`src/rtl/arcd_pkg.sv`:
```
// arcd_pkg: shared types and constants of the adaptive context residual decoder
// payload item structs, configuration indexes, accumulator command struct
// no dependencies
`timescale 1ns / 1ps

package arcd_pkg;

    localparam int ENERGY_FRACTION_BITS_DEF = 16;
    localparam int CTX_CAP                  = 30;
    localparam int STEREO_COUNT             = 2;

    localparam logic [1:0]  CHANNEL_COUNT_RESET = 2'd1;
    localparam logic [31:0] SMOOTHING_RESET     = 32'h8000_0000;

    typedef enum logic [1:0] {
        CFG_CHANNEL_COUNT = 2'd0,
        CFG_SMOOTHING     = 2'd1
    } t_cfg_index;

    typedef struct packed {
        logic [7:0]  symbol;
        logic [27:0] extra_bits;
        logic        block_start;
    } t_in_item;

    typedef struct packed {
        logic signed [31:0] sample;
        logic [4:0]         next_context;
    } t_out_item;

    // where a partial product lands in the accumulator
    typedef enum logic [1:0] {
        SH_ZERO,
        SH_WORD,
        SH_FRAC,
        SH_WORD_FRAC
    } t_acc_shift;

    typedef struct packed {
        logic       mul_en;
        logic       acc_en;
        logic       acc_sub;
        t_acc_shift shift;
    } t_mac_cmd;

endpackage

```
`src/rtl/arcd_mac.sv`:
```
// arcd_mac: registered 32x32 multiplier with a wide shift-and-accumulate stage
// depends on arcd_pkg (t_mac_cmd, t_acc_shift)
`timescale 1ns / 1ps

module arcd_mac #(
    parameter int ENERGY_FRACTION_BITS = arcd_pkg::ENERGY_FRACTION_BITS_DEF
) (
    input  logic                                i_clk,
    input  logic                                i_rst_n,
    input  arcd_pkg::t_mac_cmd                  i_cmd,
    input  logic [31:0]                         i_op_a,
    input  logic [31:0]                         i_op_b,
    input  logic                                i_init_en,
    input  logic [32+ENERGY_FRACTION_BITS-1:0]  i_init_val,
    output logic [63:0]                         o_prod,
    output logic [97+ENERGY_FRACTION_BITS-1:0]  o_acc
);

    localparam int AW = 97 + ENERGY_FRACTION_BITS;

    logic [63:0]        r_prod;
    logic [AW-1:0]      r_acc;
    arcd_pkg::t_mac_cmd r_cmd_d;
    logic [AW-1:0]      w_ext;
    logic [AW-1:0]      w_addend;

    assign w_ext = AW'(r_prod);

    always_comb begin
        case (r_cmd_d.shift)
            arcd_pkg::SH_ZERO:      w_addend = w_ext;
            arcd_pkg::SH_WORD:      w_addend = w_ext << 32;
            arcd_pkg::SH_FRAC:      w_addend = w_ext << ENERGY_FRACTION_BITS;
            arcd_pkg::SH_WORD_FRAC: w_addend = w_ext << (32 + ENERGY_FRACTION_BITS);
            default:                w_addend = w_ext;
        endcase
    end

    always_ff @(posedge i_clk) begin
        if (!i_rst_n) begin
            r_cmd_d <= '0;
        end else begin
            r_cmd_d <= i_cmd.mul_en ? i_cmd : '0;
        end
        if (i_cmd.mul_en) begin
            r_prod <= 64'(i_op_a) * 64'(i_op_b);
        end
        if (i_init_en) begin
            r_acc <= AW'(i_init_val) << 32;
        end else if (r_cmd_d.acc_en) begin
            r_acc <= r_cmd_d.acc_sub ? (r_acc - w_addend) : (r_acc + w_addend);
        end
    end

    assign o_prod = r_prod;
    assign o_acc  = r_acc;

endmodule

```
`src/rtl/adaptive_context_residual_decoder.sv`:
```
// adaptive_context_residual_decoder: top level, symbol to residual sample and next context
// depends on arcd_pkg and arcd_mac
`timescale 1ns / 1ps

// Turns one range-decoded magnitude symbol plus its raw extra bits into a signed
// residual sample and the context index for the next symbol, keeping a smoothed
// energy per channel (mono, or two channels alternating sample by sample when
// channel_count is 2). Between acceptance and the result being offered, the
// energy update runs five products in series (code squared, two halves of
// energy times weight, two halves of the squared code times weight) through
// one registered 32x32 multiplier and its accumulator, followed by a
// saturating write-back and a two-step leading-one search for the context.
// o_in_stall is high from acceptance until the result is loaded into the output
// register; a result left waiting there does not hold off the next item.
// Configuration writes are always taken (o_cfg_ready is tied high) and are meant
// for idle periods only. Both energies and the channel phase reset to zero, and an
// item with block_start set clears them before it is processed.
module adaptive_context_residual_decoder #(
    parameter int ENERGY_FRACTION_BITS = arcd_pkg::ENERGY_FRACTION_BITS_DEF
) (
    input  logic                i_clk,
    input  logic                i_rst_n,
    input  logic                i_in_valid,
    output logic                o_in_stall,
    input  arcd_pkg::t_in_item  i_in_item,
    output logic                o_out_valid,
    input  logic                i_out_stall,
    output arcd_pkg::t_out_item o_out_item,
    input  logic                i_cfg_valid,
    output logic                o_cfg_ready,
    input  logic [1:0]          i_cfg_index,
    input  logic [31:0]         i_cfg_data
);

    localparam int EW = 32 + ENERGY_FRACTION_BITS;
    localparam int AW = 97 + ENERGY_FRACTION_BITS;
    localparam logic [EW-1:0] ENERGY_CAP = {EW{1'b1}};

    typedef enum logic [3:0] {
        S_IDLE,
        S_SQUARE,
        S_INC,
        S_MUL_E_LO,
        S_MUL_E_HI,
        S_MUL_Q_LO,
        S_MUL_Q_HI,
        S_DRAIN,
        S_WRITE,
        S_CTX,
        S_DONE
    } t_state;

    t_state r_state;
    t_state n_state;

    logic [1:0]    r_channel_count;
    logic [31:0]   r_smooth;
    logic [EW-1:0] r_energy_first;
    logic [EW-1:0] r_energy_second;
    logic          r_phase;

    logic [31:0]   r_code;
    logic [31:0]   r_sample;
    logic [EW-1:0] r_e;
    logic          r_ch;
    logic          r_stereo;
    logic [63:0]   r_q;
    logic [1:0]    r_grp;
    logic [7:0]    r_byte;

    logic                r_out_valid;
    arcd_pkg::t_out_item r_out_item;

    logic                in_accept;
    logic                stereo;
    logic                acc_ch;
    logic [EW-1:0]       acc_e;
    logic [7:0]          sym8;
    logic [4:0]          esc_n;
    logic [33:0]         esc_val;
    logic [31:0]         code;

    arcd_pkg::t_mac_cmd  mac_cmd;
    logic [31:0]         op_a;
    logic [31:0]         op_b;
    logic                init_en;
    logic [63:0]         prod;
    logic [AW-1:0]       acc;

    logic                sat;
    logic [EW-1:0]       e_new;
    logic [31:0]         ctx_v;
    logic [2:0]          byte_msb;
    logic [4:0]          ctx_raw;
    logic [4:0]          ctx;
    logic                out_free;

    function automatic logic [2:0] msb8(input logic [7:0] b);
        logic [2:0] idx;
        idx = 3'd0;
        for (int i = 1; i < 8; i++) begin
            if (b[i]) begin
                idx = 3'(i);
            end
        end
        return idx;
    endfunction

    assign o_cfg_ready = 1'b1;
    assign o_in_stall  = (r_state != S_IDLE);
    assign in_accept   = i_in_valid && !o_in_stall;
    assign stereo      = (r_channel_count == 2'(arcd_pkg::STEREO_COUNT));

    // channel and starting energy of the incoming item
    assign acc_ch = i_in_item.block_start ? 1'b0 : (stereo && r_phase);
    assign acc_e  = i_in_item.block_start ? '0 : (acc_ch ? r_energy_second : r_energy_first);

    // escape code: leading one, three mantissa bits, n raw bits
    // the widest escapes put the leading one above bit 31, where it is dropped
    assign sym8    = i_in_item.symbol - 8'd8;
    assign esc_n   = sym8[7:3];
    assign esc_val = (34'd1 << (6'(esc_n) + 6'd3)) | (34'(sym8[2:0]) << esc_n)
                   | (34'(i_in_item.extra_bits) & ((34'd1 << esc_n) - 34'd1));
    assign code    = (i_in_item.symbol <= 8'd7) ? 32'(i_in_item.symbol) : esc_val[31:0];

    always_comb begin
        mac_cmd = '0;
        op_a    = r_code;
        op_b    = r_code;
        init_en = 1'b0;
        case (r_state)
            S_SQUARE: begin
                mac_cmd.mul_en = 1'b1;
                init_en        = 1'b1;
            end
            S_MUL_E_LO: begin
                mac_cmd = '{mul_en: 1'b1, acc_en: 1'b1, acc_sub: 1'b1,
                            shift: arcd_pkg::SH_ZERO};
                op_a    = r_e[31:0];
                op_b    = r_smooth;
            end
            S_MUL_E_HI: begin
                mac_cmd = '{mul_en: 1'b1, acc_en: 1'b1, acc_sub: 1'b1,
                            shift: arcd_pkg::SH_WORD};
                op_a    = 32'(r_e[EW-1:32]);
                op_b    = r_smooth;
            end
            S_MUL_Q_LO: begin
                mac_cmd = '{mul_en: 1'b1, acc_en: 1'b1, acc_sub: 1'b0,
                            shift: arcd_pkg::SH_FRAC};
                op_a    = r_q[31:0];
                op_b    = r_smooth;
            end
            S_MUL_Q_HI: begin
                mac_cmd = '{mul_en: 1'b1, acc_en: 1'b1, acc_sub: 1'b0,
                            shift: arcd_pkg::SH_WORD_FRAC};
                op_a    = r_q[63:32];
                op_b    = r_smooth;
            end
            default: begin
                mac_cmd = '0;
            end
        endcase
    end

    arcd_mac #(
        .ENERGY_FRACTION_BITS(ENERGY_FRACTION_BITS)
    ) u_mac (
        .i_clk      (i_clk),
        .i_rst_n    (i_rst_n),
        .i_cmd      (mac_cmd),
        .i_op_a     (op_a),
        .i_op_b     (op_b),
        .i_init_en  (init_en),
        .i_init_val (r_e),
        .o_prod     (prod),
        .o_acc      (acc)
    );

    // drop the 32 weight fraction bits and saturate
    assign sat   = |acc[AW-1:32+EW];
    assign e_new = sat ? ENERGY_CAP : acc[32+EW-1:32];

    // integer energy of the next item's channel
    assign ctx_v    = r_phase ? r_energy_second[EW-1:ENERGY_FRACTION_BITS]
                              : r_energy_first[EW-1:ENERGY_FRACTION_BITS];
    assign byte_msb = msb8(r_byte);
    assign ctx_raw  = {r_grp, 3'b000} + 5'(byte_msb);
    assign ctx      = (ctx_raw > 5'(arcd_pkg::CTX_CAP)) ? 5'(arcd_pkg::CTX_CAP) : ctx_raw;
    assign out_free = !r_out_valid || !i_out_stall;

    always_comb begin
        n_state = r_state;
        case (r_state)
            S_IDLE:     n_state = in_accept ? S_SQUARE : S_IDLE;
            S_SQUARE:   n_state = S_INC;
            S_INC:      n_state = S_MUL_E_LO;
            S_MUL_E_LO: n_state = S_MUL_E_HI;
            S_MUL_E_HI: n_state = S_MUL_Q_LO;
            S_MUL_Q_LO: n_state = S_MUL_Q_HI;
            S_MUL_Q_HI: n_state = S_DRAIN;
            S_DRAIN:    n_state = S_WRITE;
            S_WRITE:    n_state = S_CTX;
            S_CTX:      n_state = S_DONE;
            S_DONE:     n_state = out_free ? S_IDLE : S_DONE;
            default:    n_state = S_IDLE;
        endcase
    end

    always_ff @(posedge i_clk) begin
        if (!i_rst_n) begin
            r_state         <= S_IDLE;
            r_channel_count <= arcd_pkg::CHANNEL_COUNT_RESET;
            r_smooth        <= arcd_pkg::SMOOTHING_RESET;
            r_energy_first  <= '0;
            r_energy_second <= '0;
            r_phase         <= 1'b0;
            r_out_valid     <= 1'b0;
        end else begin
            r_state <= n_state;

            if (i_cfg_valid && o_cfg_ready) begin
                case (i_cfg_index)
                    arcd_pkg::CFG_CHANNEL_COUNT: r_channel_count <= i_cfg_data[1:0];
                    arcd_pkg::CFG_SMOOTHING:     r_smooth        <= i_cfg_data;
                    default: begin
                    end
                endcase
            end

            if (in_accept && i_in_item.block_start) begin
                r_energy_first  <= '0;
                r_energy_second <= '0;
                r_phase         <= 1'b0;
            end

            if (r_state == S_WRITE) begin
                if (r_ch) begin
                    r_energy_second <= e_new;
                end else begin
                    r_energy_first  <= e_new;
                end
                r_phase <= r_stereo && !r_ch;
            end

            if (r_state == S_DONE && out_free) begin
                r_out_valid <= 1'b1;
            end else if (!i_out_stall) begin
                r_out_valid <= 1'b0;
            end
        end

        if (in_accept) begin
            r_code   <= code;
            r_sample <= (code >> 1) ^ {32{code[0]}};
            r_e      <= acc_e;
            r_ch     <= acc_ch;
            r_stereo <= stereo;
        end

        if (r_state == S_INC) begin
            r_q <= prod + 64'd1;
        end

        // first step of the leading-one search: pick the top nonzero byte
        if (r_state == S_CTX) begin
            if (ctx_v[31:24] != 8'd0) begin
                r_grp  <= 2'd3;
                r_byte <= ctx_v[31:24];
            end else if (ctx_v[23:16] != 8'd0) begin
                r_grp  <= 2'd2;
                r_byte <= ctx_v[23:16];
            end else if (ctx_v[15:8] != 8'd0) begin
                r_grp  <= 2'd1;
                r_byte <= ctx_v[15:8];
            end else begin
                r_grp  <= 2'd0;
                r_byte <= ctx_v[7:0];
            end
        end

        if (r_state == S_DONE && out_free) begin
            r_out_item.sample       <= r_sample;
            r_out_item.next_context <= ctx;
        end
    end

    assign o_out_valid = r_out_valid;
    assign o_out_item  = r_out_item;

    // a new item is held off for the whole update
    a_busy_after_accept: assert property (@(posedge i_clk) disable iff (!i_rst_n)
        in_accept |=> o_in_stall)
        else $error("input accepted again while an update is running");

    // a result appears only out of the final state
    a_result_from_done: assert property (@(posedge i_clk) disable iff (!i_rst_n)
        (o_out_valid && !$past(o_out_valid)) |-> ($past(r_state) == S_DONE))
        else $error("result offered outside the final state");

    // context never exceeds its cap
    a_ctx_capped: assert property (@(posedge i_clk) disable iff (!i_rst_n)
        o_out_valid |-> (o_out_item.next_context <= 5'(arcd_pkg::CTX_CAP)))
        else $error("next context above cap");

    // mono never leaves the phase on the second channel after write-back
    a_mono_phase: assert property (@(posedge i_clk) disable iff (!i_rst_n)
        (r_state == S_WRITE && !r_stereo) |=> !r_phase)
        else $error("phase advanced in mono");

endmodule

```
`config.mk`:
```
export PLATFORM = sky130hd
export DESIGN_NAME = adaptive_context_residual_decoder
export DESIGN_NICKNAME = d
export VERILOG_FILES = /design/src/rtl/arcd_pkg.sv /design/src/rtl/arcd_mac.sv /design/src/rtl/adaptive_context_residual_decoder.sv
export SDC_FILE = /design/constraint.sdc
export NUM_CORES = 2
export LEC_CHECK = 0
export BUFFER_PORTS_ARGS = -buffer_cell sky130_fd_sc_hd__buf_2
export CAP_MARGIN = 20
export CELL_PAD_IN_SITES_DETAIL_PLACEMENT = 2
export CELL_PAD_IN_SITES_GLOBAL_PLACEMENT = 2
export CORE_AREA = 5 5 437 439
export CTS_CLUSTER_SIZE = 28
export DETAILED_ROUTE_END_ITERATION = 10
export DIE_AREA = 0 0 442 444
export PLACE_DENSITY_LB_ADDON = 0.1
export SLEW_MARGIN = 40
export SYNTH_ARGS = -nofsm -noshare
export SYNTH_HDL_FRONTEND = slang
export SYNTH_SLANG_ARGS = --single-unit
```
`constraint.sdc`:
```
create_clock -name i_clk -period 9.78 [get_ports i_clk]
set_input_delay 0.489 -clock i_clk [delete_from_list [all_inputs] [get_ports i_clk]]
set_output_delay 0.489 -clock i_clk [all_outputs]
set_load 0.02 [all_outputs]
```
==> summary.md <==
| Metric | Value |
|---|---|
| Hold Fails Final Rpt | `0` |
| Crit Path Class | `flop to flop` |
| Worst min path class | `input port to flop` |
| Layout Utilization | `41.3%` |
| Ys Warns | `0` |
| Largest net degree at the start of global routing | `97` |
| Final slew viol count | `0` |
| Die X-Extent | `442 µm` |
| Status | `finished clean` |
| Sequential area share after synthesis | `20.7%` |
| Via count | `61,800` |
| Distinct cells, synth | `107` |
| CP dominant cell by count | `fa_1` |
| P&R area growth vs syn | `12.8%` |
| Syn avg cell area | `8.60 µm²` |
| H-tree depth | `3` |
| CTS tree | `yes` |
| Mapped cell area | `68,400 µm²` |
| Num CTS Buffers | `73` |
| Die Y | `444 µm` |
| Peak fanout along the critical path | `17` |
| Post-synth EDFFs | `335` |
| Slowest cell on crit path | `fa_1` |
| # setup viols final | `0` |
| Largest family of logic cells by synthesized area | `adder cells` |
| Routed Wire Length | `331,000 µm` |
| CP Capture Type | `flop` |
| GRT Resource Usage Total | `33.1%` |
| Multiplexer share of the synthesized area | `2.43%` |
| Clock Path Buffers | `3` |
| Synth Area in XOR/XNOR | `4.34%` |
| DR DRC count | `0` |
| Avg WL per Cell | `31.0 µm` |
| Grt ovf | `0` |
| Core ar. | `187,000 µm²` |
| CP startpoint kind | `flop` |
| Synth Flop Type | `edfxtp_1` |
| Post-detailed-route count of antenna-violating nets | `0` |
| Initial Util | `36.6%` |
| Setup Skew | `0.0571 ns` |
| Syn Nets | `9,320` |
| Crit path time final | `9.64 ns` |
| F_max | `104 MHz` |
| IO buf count | `114` |
| Compound-Gate Fraction of Synth Area | `13.9%` |
| WP data required | `10.31 ns` |
| Row count | `159` |
| Post-Synth Simple-Gate Area | `17.0%` |
| Async SR Flop Fraction | `0%` |
| GP Congestion | `0.967` |
| DR pass1 iterations | `7` |
| Flops & latches, synth | `540` |
| Via count of the first global-routing pass | `67,700` |
| Mapped Cells | `7,962` |
| Global-route wire length before repair | `479,000 µm` |
| Total of max-cap violations | `0` |
| Clk slew on worst S/H paths | `0.06 ns` |
| Slew @ Worst Pin | `0.967 ns` |
| Final Cycle Share | `98.6%` |
| Dpl hpwl | `269,000 µm` |
| Layout Nets | `9,473` |
| CTS sink cnt | `540` |
| Share of cells above drive strength 1 | `10.8%` |
| Area of the die | `196,000 µm²` |
| Drt initial violations | `4,933` |
| Post-Synth Adder-Cell Area | `33.3%` |
| Routed vias/inst | `5.79` |
| Worst skew pair latency | `0.74 ns` |
| Initial antenna violation count | `13` |
| Largest stage delay, worst path | `0.60 ns` |
| RSZ-0062 raised after global routing | `true` |
| CP arrival | `10.17 ns` |
| I/O pins | `116` |
| Relative slew slack | `35.5%` |
| Root Driver | `clkbuf_16` |
| Fill cells | `20,600` |
==> critical path, delay by kind of cell (launching register included) <==
family	cells	cell delay, ns
compound gates	6	1.16
xor+xnor	1	0.20
fa+ha+maj	9	4.37
buf+inv	5	0.71
flops	1	0.38
simple gates	10	2.58
==> layout make-up <==
type	count	area, µm²	share of cell area [%]
Clock inverter	37	370	0.480
Sequential cell	540	14200	18.4
Tap cell	2495	3120	4.04
Clock buffer	98	2010	2.61
Timing Repair Buffer	573	4810	6.23
Inverter	938	3520	4.56
Antenna cell	6	15.0	0.0195
Multi-Input combinational cell	5989	49200	63.7
==> kinds of logic after synthesis <==
logic type	after synthesis
AND/OR/NAND/NOR	2712
AO/OA/AOI/OAI	1503
XOR/XNOR	339
adder cells (fa/ha/maj)	1282
other	1
multiplexers	151
flip-flops	540
buffers and inverters	1434
==> layer usage <==
layer	share of wire (%)	up-vias	wire, µm	global-route usage, %
met4	4.6	6	15300	13.2
met3	6.7	490	22300	6.07
met1	43	32800	143000	44.5
met5	0.044	-	147	0.440
li1	-	26500	-	-
met2	45	2017	151000	52.8
==> layout by cell type, fill, tap and decap left out, drive strengths merged, types with 21 or more instances in the layout <==
master  Yosys  routed
dfxtp     205     205
nand3     104     104
nor3       92      92
nand2b     22      22
nand2    1217    1217
edfxtp    335     335
clkinv      1      25
nand4      78      78
nor2      905     905
o21bai     55      55
o21ai     389     389
xnor2     213     213
o211ai     23      23
a21boi    143     143
a21oi     411     411
a21o      120     120
nor4       43      43
a222oi     23      23
fa        897     897
mux2       21      21
a31oi      57      57
a22oi      43      43
mux2i     120     120
nor2b      39      39
inv       937     941
buf        75     560
and3       70      70
o21a       46      46
a211oi     33      33
and2       46      46
xor2      126     126
clkbuf    419      99
ha        385     385
==> repair_timing <==
item,CTS,global route
setup endpoints to repair,12,14
buffers inserted,12,5
endpoints found under the hold margin,10,0
gates resized for setup,44,45
pin swaps,9,15
cloned,3,1
hold buffers,10,0
==> state kept, by name, summed over array words and instances (netlist names) <==
name	count
u_mac.o_acc	113
r_q	64
u_mac.o_prod	64
r_e	48
r_energy_first	48
r_energy_second	48
o_out_item	37
r_code	32
r_smooth	32
r_sample	31
r_byte	7
r_state	4
u_mac.r_cmd_d	4
r_channel_count	2
r_grp	2
o_out_valid	1
r_ch	1
r_phase	1
r_stereo	1
==> path summary, 6_finish.rpt <==
check	slack [ns]	to	startpoint	depth (start not counted)
worst max-delay path	0.14	u_mac.o_prod[63]$_DFFE_PN_	r_state[0]$_SDFF_PN0_	31
worst min-delay path	0.05	r_smooth[12]$_SDFFE_PN0P_	i_cfg_data[12]	3
worst max register to register	0.14	u_mac.o_prod[63]$_DFFE_PN_	r_state[0]$_SDFF_PN0_	31
worst min register to register	0.42	o_out_item[26]$_DFFE_PP_	r_sample[21]$_DFFE_PP_	0
==> through the flow <==
step	hold WS, ns	cells	setup TNS, ns	area, µm²	setup slack [ns]
floorplan	0.400	7962	0	68400	0.300
global placement	0.406	10500	-0.159	74000	-0.0636
detailed placement	0.405	10500	-0.691	74100	-0.249
CTS	0.00170	10700	0	76900	0.0100
global route	0.0540	10700	-0.0650	77200	-0.0410
finish	0.0469	10700	0	77200	0.140
==> Yosys cell counts (14+ instances only) <==
master / instances / share of area, %
nand2_1: 1217 / 6.7
inv_1: 937 / 5.1
nor2_1: 904 / 5.0
fa_1: 897 / 26
a21oi_1: 410 / 3.0
clkbuf_1: 405 / 2.2
ha_1: 385 / 7.0
o21ai_0: 365 / 2.7
edfxtp_1: 335 / 15
xnor2_1: 213 / 2.7
dfxtp_1: 205 / 6.0
a21boi_0: 142 / 1.6
xor2_1: 126 / 1.6
mux2i_1: 120 / 1.8
a21o_1: 117 / 1.3
nand3_1: 104 / 0.76
nor3_1: 91 / 0.67
nand4_1: 75 / 0.69
and3_1: 66 / 0.60
a31oi_1: 56 / 0.51
o21bai_1: 55 / 0.60
o21a_1: 46 / 0.50
and2_1: 44 / 0.40
a22oi_1: 43 / 0.47
nor4_1: 40 / 0.37
nor2b_1: 39 / 0.36
a211oi_1: 33 / 0.36
buf_1: 30 / 0.16
a222oi_1: 23 / 0.34
buf_2: 23 / 0.17
o211ai_1: 23 / 0.25
nand2b_1: 22 / 0.20
o21ai_1: 22 / 0.16
mux2_2: 21 / 0.35
o2bb2ai_1: 18 / 0.23
or3_1: 18 / 0.16
o31ai_1: 17 / 0.19
or2_2: 16 / 0.15
a22o_1: 14 / 0.18
Power is left out: the tool's default activity adds up to more than one toggle a clock period on the data nets, which glitch-free logic cannot reach.
